<file path="src/design/fsg_ram.sv">
// generic single write port, single read port ram with registered read
module fsg_ram #(
	parameter int WIDTH = 8,
	parameter int DEPTH = 256
) (
	input  logic                     clk,
	input  logic                     we,
	input  logic [$clog2(DEPTH)-1:0] waddr,
	input  logic [WIDTH-1:0]         wdata,
	input  logic                     re,
	input  logic [$clog2(DEPTH)-1:0] raddr,
	output logic [WIDTH-1:0]         rdata
);

	logic [WIDTH-1:0] mem [DEPTH];

	always_ff @(posedge clk) begin
		if (we) begin
			mem[waddr] <= wdata;
		end
		if (re) begin
			rdata <= mem[raddr];
		end
	end

endmodule

</file>
<file path="config.mk">
export PLATFORM = sky130hd
export DESIGN_NAME = fsg_ram
export DESIGN_NICKNAME = d
export VERILOG_FILES = /design/src/design/fsg_ram.sv
export SDC_FILE = /design/constraint.sdc
export NUM_CORES = 2
export LEC_CHECK = 0
export ABC_AREA = 1
export BUFFER_PORTS_ARGS = -buffer_cell sky130_fd_sc_hd__clkbuf_2
export CORE_ASPECT_RATIO = 1.1
export CORE_MARGIN = 4
export CORE_UTILIZATION = 45
export CTS_BUF_LIST = sky130_fd_sc_hd__clkbuf_16
export DETAILED_ROUTE_END_ITERATION = 8
export GPL_TIMING_DRIVEN = 0
export REMOVE_ABC_BUFFERS = 1
export SLEW_MARGIN = 20
export SYNTH_ARGS = -nofsm -noshare
export SYNTH_HDL_FRONTEND = slang
export SYNTH_SLANG_ARGS = --single-unit
</file>
<file path="constraint.sdc">
create_clock -name clk -period 3.8 [get_ports clk]
set_input_delay 0.38 -clock clk [delete_from_list [all_inputs] [get_ports clk]]
set_output_delay 0.38 -clock clk [all_outputs]
set_load 0.03 [all_outputs]
</file>
Word-level counts from Yosys, hierarchy flattened --
Memories as Yosys holds them, arrays and structs flattened. A register that Yosys moved wholly into a read port is not among the register bits. Index checks and enable logic that the tools add are counted.
Operators by class: multiplexer cells 2
Operators by type and width (count):
- $mux 1 | 2
Word-level totals: memories 1, memory bits (writable) 2048, output and inout port bits 8, flip-flop bits (word level) 0, input bits 27, word-level logic and storage cells 3
Memories:
- mem | words 256, bits a word 8, read ports 1, clocked after Yosys merged registers in 1, write ports 1, RTL line 15 | logic [WIDTH-1:0] mem [DEPTH];

Logic depth before layout (Yosys ltp) --
word-level depth 2, mapped depth 15, depth with buffers taken out 11

Worst setup path after synthesis --
OpenSTA, ideal clock, no wires.
path type in2reg, start in we, end mem mem[162][0] (enable), setup time 370 ps, buffers on the path 2, slack 1929 ps, arrival 1501 ps, data required time 3430 ps, cell stages on the path 4, cell sequence clkbuf_1 -> nand3_1 -> clkbuf_1 -> nor2_1
On the way: word-level cells in the longest chain between the ends 2
RTL lines:
- start: declaration | RTL line 7 | input logic we,
- $mux 1 | RTL line 18 | if (we) begin
- $mux 1 (implied by the code) | RTL line 19 | mem[waddr] <= wdata;
- end: declaration | RTL line 15
No other way between the ends.

==> run_results.csv <==
group,metric,value,unit
timing,setup_viol,0,
worst_setup_path,cpMostUsedCell,"nand3_1",
routing,via_per_inst,5.65,
power_and_ir_drop,power_leakage,31.8,nW
cells_and_area,design_area,92300,um^2
timing,whs,0.0730,ns
grt,antenna_found_initial,8,
clock_tree,h-tree-depth,4,
placed_design,dpl.hpwl,124,mm
logic_synthesis,synth.cell_area,83500,um^2
routing,routedWlPerCell,23.6,um
cells_and_area,area_delta_synth_final,10.6,%
hold_path,hp-class,"input pin to register",
cells_and_area,fin_cells,9406,
placed_design,pre_cts_ws,-1.52,ns
worst_setup_path,critical_path_buf_inv_count,6,
timing,finClkSkew,0.0207,ns
logic_synthesis,synth.avg_cell_area,11.9,um^2
routing,vias,53200,
timing,hold_viol_final,0,
placed_design,place.gp.congestion,0.802,
logic_synthesis,ys_seq_area_share,74.0,%
routing,wirelength,222,mm
die,ios,35,
worst_setup_path,cp_data_arrival_time,4.27,ns
placed_design,place_inst,9041,
cells_and_area,drive_gt1_share,5.39,%
placed_design,dpl-instance-area,86200,um^2
cells_and_area,most-common-layout-cells,"nand2_1, edfxtp_1, nand3_1, nor2_1, clkbuf_16",
timing,setup_ws,0.0465,ns
timing,maxSlewHeadroom,30.0,%
clock_tree,clk-insertion-delay-late,0.82,ns
routing,first_pass_iters,6,
timing,worst_slew_pin_slew,1.05,ns
logic_synthesis,syn_inst,7003,
die,die_height,460,um
clock_tree,clkSinkCount,2056,
clock_tree,cts_tree,"yes",
die,initial_core_util,45.3,%
clock_tree,clk_pin_slew_worst_paths,0.06,ns
cells_and_area,finish.utilization,50.1,%
timing,min_period_over_period,98.8,%
cells_and_area,fin_nets,6850,
power_and_ir_drop,max-vdd-ir-drop,0.000543,V
worst_setup_path,start_kind,"input pin",
power_and_ir_drop,power,46.1,mW
grt,grt_pass1_wl,328,mm
grt,grt_max_degree,181,
logic_synthesis,synth_seq_cells,2056,
worst_setup_path,cpPeakStageDelay,0.42,ns
grt,grt_pass1_vias,50100,
logic_synthesis,yosysWarnings,0,
routing,ant_nets,0,
worst_setup_path,cp-end-kind,"register",
die,fp.dieW,419,um
timing,clock.fmax,0.266,GHz
placed_design,port_buffers,34,
routing,drc,0,
die,die-area,192000,um^2
worst_setup_path,cp_data_required_time,4.31,ns
power_and_ir_drop,power_density,499,nW/um^2
die,coreArea,184000,um^2
die,floorplan.rows,165,
routing,first_iter_violations,5375,
job,drv_cap,0,
worst_setup_path,worstPathMaxFanout,99,
worst_setup_path,cp_slowest_cell,"buf_16",
clock_tree,ctsLongestPathBuffers,3,
worst_setup_path,crit_type,"input pin to register",
clock_tree,cts_root_buffer,"clkbuf_16",
grt,grt-ovfl-total,0,
grt,grt_usage,22.6,%
timing,fin_setup_tns,0,ns
logic_synthesis,synth.distinct_cells,13,
worst_setup_path,crit_family,"buffers and inverters",
worst_setup_path,path_cells,"clkbuf_8, buf_16, buf_16, inv_12, buf_16, buf_16, nand3_1, nand3_1, nand3_1, nand3_1, nand3_1, nand3_1, nand2_1, nand2_1, nand2_1",
clock_tree,cts_buffers,195,
timing,period_minus_slack,3.75,ns
timing,rsz0062_at_grt,"no",
timing,drv_slew,0,
outcome,outcome,"complete, no violations",
cells_and_area,final_common_cell,"nand2_1",
clock_tree,post_cts_buffers,0,
timing repair:
item | 4_1_cts | 5_1_grt
hold endpoints to repair | 8 | 0
hold buffers | 1 | 0
setup endpoints to repair | 8 | 8
resized for setup | 0 | 5
cloned | 3 | 2
synthesized netlist by cell type, drive strengths merged:
master  instances  area [um^2]
inv            39          149
clkbuf        112          420
nand2        2123         7970
nor2          283         1060
nand3        2019        10100
edfxtp       2056        61700
buf           371         2030
per-layer routing:
layer | vias up | wire length [um] | track usage, % | share of wire, %
met2 | 2031 | 106000 | 36.6 | 48
li1 | 24500 | - | - | -
met5 | - | 0 | 0 | 0
met1 | 26200 | 91900 | 31.2 | 41
met3 | 412 | 14900 | 3.35 | 6.7
met4 | 0 | 8490 | 8.82 | 3.8
worst reg2reg max path, delay by kind of cell, from the launching register on:
family	cells	cell delay (ns)
simple gates	10	1.65
flops	1	0.36
final timing paths:
check	startpoint	slack (ns)	cells after the start	end
min	wdata[5]	0.07	1	mem[51][5]
max	raddr[1]	0.05	15	rdata[1]
max reg2reg	mem[203][3]	1.48	10	rdata[3]
min reg2reg	mem[80][2]	1.26	10	rdata[2]
logic make-up after synthesis:
group	Yosys count	synth area share (%)
buffers and inverters	522	3.12
DFF	2056	74.0
and+or+nand+nor	4425	22.9
state kept, by name, indices dropped and copies added (netlist names):
signal,cells
mem,2048
rdata,8
power by group:
| part | switching (mW) | total [mW] | internal (mW) |
|---|---|---|---|
| Sequential | 0.0121 | 25.0 | 25.0 |
| Combinational | 2.16 | 2.88 | 0.722 |
| Clock | 8.21 | 18.2 | 9.99 |
area by class of cell:
type / count / area, um^2
Timing Repair Buffer: 106 / 2220
Clock inverter: 148 / 861
Multi-Input combinational cell: 4425 / 19200
Tap cell: 2421 / 3030
Fill cell: 15800 / 91900
Inverter: 39 / 203
Antenna cell: 11 / 27.5
Clock buffer: 200 / 5000
Sequential cell: 2056 / 61700
No activity file was read; power rests on OpenSTA's default activity.
