### src/design/fsg_pkg.sv
// shared types and constants for the falling sand grid step unit
package fsg_pkg;

	localparam int CELL_W   = 3;
	localparam int FULL_BIT = 2;
	localparam int KIND_W   = 2;
	localparam int COORD_W  = 7;
	localparam int FUNC_W   = 2;
	localparam int SEED_W   = 16;
	localparam int IN_W     = 24;
	localparam int OUT_W    = 8;

	localparam logic [FUNC_W-1:0] FUNC_ADD  = 2'd0;
	localparam logic [FUNC_W-1:0] FUNC_TICK = 2'd1;
	localparam logic [FUNC_W-1:0] FUNC_READ = 2'd2;

	typedef enum logic [3:0] {
		ST_CLEAR,
		ST_IDLE,
		ST_ADD_CHK,
		ST_RD_CHK,
		ST_T_HERE_D,
		ST_T_BELOW_D,
		ST_T_RIGHT_D,
		ST_T_LEFT_D,
		ST_T_CLR,
		ST_DONE
	} fsg_state_t;

endpackage

### src/design/fsg_lfsr.sv
// 16-bit fibonacci lfsr for the diagonal side choice
module fsg_lfsr (
	input  logic                      clk,
	input  logic                      arst_n,
	input  logic                      load,
	input  logic [fsg_pkg::SEED_W-1:0] seed,
	input  logic                      step,
	output logic                      rbit
);
	import fsg_pkg::*;

	logic [SEED_W-1:0] lfsr_q;
	logic              fb;

	assign fb   = lfsr_q[0] ^ lfsr_q[2] ^ lfsr_q[3] ^ lfsr_q[5];
	assign rbit = lfsr_q[0];

	always_ff @(posedge clk or negedge arst_n) begin
		if (!arst_n) begin
			lfsr_q <= SEED_W'(1);
		end else if (load) begin
			// a zero seed would lock the register
			lfsr_q <= (seed == '0) ? SEED_W'(1) : seed;
		end else if (step) begin
			lfsr_q <= {fb, lfsr_q[SEED_W-1:1]};
		end
	end

endmodule

### config.mk
export PLATFORM = sky130hd
export DESIGN_NAME = fsg_lfsr
export DESIGN_NICKNAME = d
export VERILOG_FILES = /design/src/design/fsg_pkg.sv /design/src/design/fsg_lfsr.sv
export SDC_FILE = /design/constraint.sdc
export NUM_CORES = 1
export LEC_CHECK = 0
export BUFFER_PORTS_ARGS = -buffer_cell sky130_fd_sc_hd__buf_2
export CELL_PAD_IN_SITES_DETAIL_PLACEMENT = 1
export CELL_PAD_IN_SITES_GLOBAL_PLACEMENT = 2
export CORE_AREA = 8 8 59 66
export DETAILED_ROUTE_END_ITERATION = 8
export DIE_AREA = 0 0 67 74
export HOLD_SLACK_MARGIN = 0.1
export PLACE_DENSITY = 0.76
export SETUP_SLACK_MARGIN = 0.5
export SLEW_MARGIN = 15
export SYNTH_ARGS = -nofsm -noshare
export SYNTH_HDL_FRONTEND = slang
export SYNTH_SLANG_ARGS = --single-unit
### constraint.sdc
create_clock -name clk -period 1.4 [get_ports clk]
set_clock_uncertainty 0.1 [all_clocks]
set_input_delay 0.07 -clock clk [delete_from_list [all_inputs] [get_ports clk]]
set_output_delay 0.07 -clock clk [all_outputs]
set_load 0.02 [all_outputs]
### Yosys cells after proc, flatten, opt, wreduce, memory -nomap -nowiden

Cells that the tools add are included.

* word-level logic and storage cells: 9
* input bits: 20
* register bits after elaboration: 16
* output and inout bits: 1

* multiplexer cells: 3
* bitwise operators: 3
* reduce and logical (&&, ||, !) cells: 2

Operators by type and width (count)
* 16-bit two-way mux: 3
* 16-bit zero test: 1
* 1-bit bitwise XOR: 3
* 2-bit nonzero test: 1

### Logic depth before layout (Yosys ltp)

* word-level depth: 5
* depth in mapped cells: 5
* gate-level depth less buffers: 3

### Least setup slack after synthesis

No wires, ideal clock.

* path type: reg2reg
* start: register lfsr_q[0]
* end: register lfsr_q[15]
* setup slack: 0.252 ns
* setup time: 0.124 ns
* data arrival time: 0.925 ns
* path buffers: 0
* cell stages (with the launch flop): 4
* data required time: 1.176 ns
* period minus slack after synthesis: 1.148 ns
* cell sequence: dfstp_2 xnor2_1 xnor2_1 o21ai_1

* cells in the longest elaborated chain, start to end: 5

RTL lines
* from (decl): line fsg_lfsr.sv:12 `logic [SEED_W-1:0] lfsr_q;`
* from (signal assigned): line fsg_lfsr.sv:23 `lfsr_q <= (seed == '0) ? SEED_W'(1) : seed;`
* from (signal assigned): line fsg_lfsr.sv:25 `lfsr_q <= {fb, lfsr_q[SEED_W-1:1]};`
* 1-bit bitwise XOR (3 in series): line fsg_lfsr.sv:15 `assign fb = lfsr_q[0] ^ lfsr_q[2] ^ lfsr_q[3] ^ lfsr_q[5];`
* 16-bit two-way mux: line fsg_lfsr.sv:24 `end else if (step) begin`
* 16-bit two-way mux: line fsg_lfsr.sv:21 `end else if (load) begin`

No other way between the ends. The select of a mux whose other input is x is not followed.
A chain may end at the register's enable or synchronous reset.

### Worst setup path in the final report

* start: register lfsr_q[0]
* end: output port rbit

RTL lines
* to (decl): line fsg_lfsr.sv:8 `output logic rbit`

No word-level cell between the ends.

==> run_results.csv <==
group,metric,value,unit
final_layout,n_antenna_cell,0,
route,dr_total_vias,674,
critical_path,cp_top_family,"flip-flops",
clock_network,cts_tree,"yes",
critical_path,r2r-start,"lfsr_q[0]",
grt,grt_max_degree,17,
critical_path,cp_max_fo,3,
synth,synth_nets,99,
timing,tns,0,ns
critical_path,rr_worst_depth,3,
die,die-area,4960,sq um
final_layout,reg_top3,"lfsr_q (16)",
placed_design,gp_congestion,0.682,
critical_path,slowest_stage,"dfstp_2",
final_layout,fin_nets,127,
synth,syn_area_per_cell,10.8,sq um
pwr,intPower,0.000741,W
critical_path,r2r_end,"lfsr_q[15]",
timing,hold_viol_final,13,
timing,fmax,856,MHz
critical_path,end_kind,"output pin",
final_layout,design_area,1080,sq um
die,start_util,29.4,%
final_layout,largest_reg_flops,16,
route,drt-wirelength-per-cell,15.3,microns
final_layout,drive_gt1_share,34.0,%
grt,track_usage,10.3,%
critical_path,crit_type,"reg -> out",
die,rows,21,
route,detail_route.vias_per_cell,4.81,
timing,rsz0062_at_grt,"true",
critical_path,reg2reg_slack,0.23,ns
die,die_w,67,microns
die,io_pins,21,
timing,finalCriticalPeriod,1.17,ns
timing,finalCritPeriodShare,83.4,%
timing,maxSlewHeadroom,75.0,%
synth,ys_warn_count,0,
pwr,seq_power_share,53.3,%
pwr,p_switching,0.000294,W
grt,grt_pass1_wl,3870,microns
timing,worstMarginPinSlew,0.375,ns
die,die_y,74,microns
clock_network,cts.sinks,16,
timing,finalMaxSlewViolations,0,
clock_network,ctsRootBufferMaster,"clkbuf_4",
die,coreArea,2890,sq um
critical_path,cp.required,1.23,ns
pwr,combPwrFrac,21.8,%
flow_run,drv_cap,0,
route,drtIter0Drc,24,
synth,synth.distinct_cells,20,
clock_network,cts_max_level,1,
min_path,min_to,"lfsr_q[13]",
clock_network,cts_buffers,3,
clock_network,post_cts_buffers,0,
pwr,p_leak,0.493,nW
clock_network,clk_latency,0.29,ns
clock_network,hold_buffers,5,
placed_design,place_hpwl,1630,microns
critical_path,cp-start-kind,"register",
min_path,worstHoldPathCells,3,
final_layout,area_growth,26.5,%
pwr,p_total,0.00104,W
final_layout,top_register,"lfsr_q",
pwr,swShare,28.4,%
grt,overflow,0,
critical_path,slowest_delay,0.58,ns
pwr,clock_power_share,24.9,%
critical_path,worstPathArrival,1.00,ns
status,status,"complete, but fails checks",
route,drcViolationCount,0,
route,drt.antenna.violating_nets,0,
grt,antenna_found_initial,0,
timing,setup_viol,0,
clock_network,clk_pin_slew_worst_paths,0.10,ns
synth,ys_seq_area_share,47.2,%
synth,synthCells,79,
placed_design,port_buffers,20,
critical_path,crit_chain,"buf_6",
route,dr.pass1.iters,3,
pwr,max-vdd-ir-drop,0.000427,V
synth,ys_seq_elements,16,
route,finalWirelength,2150,microns
synth,netlist_area,851,sq um
min_path,worstHoldStart,"seed[13]",
placed_design,dpl-instance-area,992,sq um
grt,grt_pass1_vias,774,
pwr,p_per_area,962,nW/um^2
critical_path,crit_buf_inv,1,
status,violations,"hold timing",
clock_network,clk_path_buf_depth,2,
min_path,min_path_type,"in -> reg",
timing,whs,-0.0908,ns
[layout make-up]
type	instances	area, sq um
Clock buffer	4	26.3
Fill cell	347	1810
Inverter	1	3.75
Multi-Input combinational cell	57	409
Sequential cell	16	403
Tap cell	34	42.5
Timing Repair Buffer	28	191
[metrics by stage]
stage,setup slack (ns),std cells,hold WS (ns),util [%]
final,0.232,140,-0.0908,37.2
after global routing,0.180,140,-0.0915,37.2
after CTS,0.237,140,-0.0949,37.2
after detailed placement,0.309,131,-0.0908,34.3
after global placement,0.332,131,-0.0919,34.3
after floorplan,0.265,79,-0.326,-
[logic make-up after synthesis]
logic type | count (synthesis) | synth area share [%]
compound gates | 18 | 11.6
flops | 16 | 47.2
xor+xnor | 3 | 3.09
simple gates | 22 | 15.7
buf+inv | 6 | 5.88
mux | 14 | 16.5
[metal layers]
metal | track usage (%) | wire length [microns] | vias to the layer above
met5 | 0 | 0 | -
met4 | 6.51 | 80 | 0
met3 | 1.96 | 97 | 6
met2 | 17.1 | 1110 | 15
met1 | 11.9 | 862 | 321
li1 | - | - | 332
[synth_stat cells, drive strengths merged]
| master | count | share of area, % |
|---|---|---|
| dfrtp | 15 | 44 |
| o21ai | 15 | 8.8 |
| mux2i | 14 | 16 |
| nand2 | 14 | 6.2 |
| buf | 4 | 4.9 |
| nor4 | 4 | 5.9 |
| xnor2 | 3 | 3.1 |
| a211oi | 1 | 1.5 |
| a21oi | 1 | 0.59 |
| a31oi | 1 | 0.74 |
| clkbuf | 1 | 0.59 |
| dfstp | 1 | 3.1 |
| inv | 1 | 0.44 |
| nand2b | 1 | 0.74 |
| nand4 | 1 | 0.74 |
| nor2b | 1 | 0.74 |
| nor3b | 1 | 1.5 |
[layout by cell type, fill, tap and decap left out, types with 2 or more instances in the layout]
cell type	n
mux2i_1	14
nand2_1	14
nor4_2	4
o21ai_0	4
buf_4	2
xnor2_1	2
clkbuf_4	3
dfrtp_1	14
buf_2	19
dlygate4sd3_1	5
o21ai_1	11
[how the worst max path moves through the flow]
stage	to	startpoint	slack, ns	cells past startpoint
3_3_place_gp	lfsr_q[15]	lfsr_q[0]	0.33	3
3_5_place_dp	lfsr_q[15]	lfsr_q[0]	0.31	3
4_1_cts	rbit	lfsr_q[0]	0.24	1
5_1_grt	rbit	lfsr_q[0]	0.18	1
2_1_floorplan	lfsr_q[15]	lfsr_q[0]	0.26	3
6_report	rbit	lfsr_q[0]	0.23	1
[power groups by stage]
stage / clock, W / sequential [W] / combinational [W]
2_1_floorplan: 0 / 0.000552 / 0.000134
3_3_place_gp: 0 / 0.000557 / 0.000205
3_5_place_dp: 0 / 0.000559 / 0.000209
4_1_cts: 0.000270 / 0.000551 / 0.000225
5_1_grt: 0.000297 / 0.000561 / 0.000253
6_report: 0.000257 / 0.000552 / 0.000225
[timing repair]
action | 4_1_cts | 5_1_grt
setup endpoints to repair | 3 | 8
pin swaps | 3 | 4
hold endpoints to repair | 32 | 15
gates resized for setup | 2 | 3
[worst reg2reg max path, stage by stage (launching register included)]
cell and delay, ns:
dfstp_2 0.58, xnor2_2 0.14, xnor2_1 0.15, o21ai_1 0.09
Power figures use the tool's default switching activity.
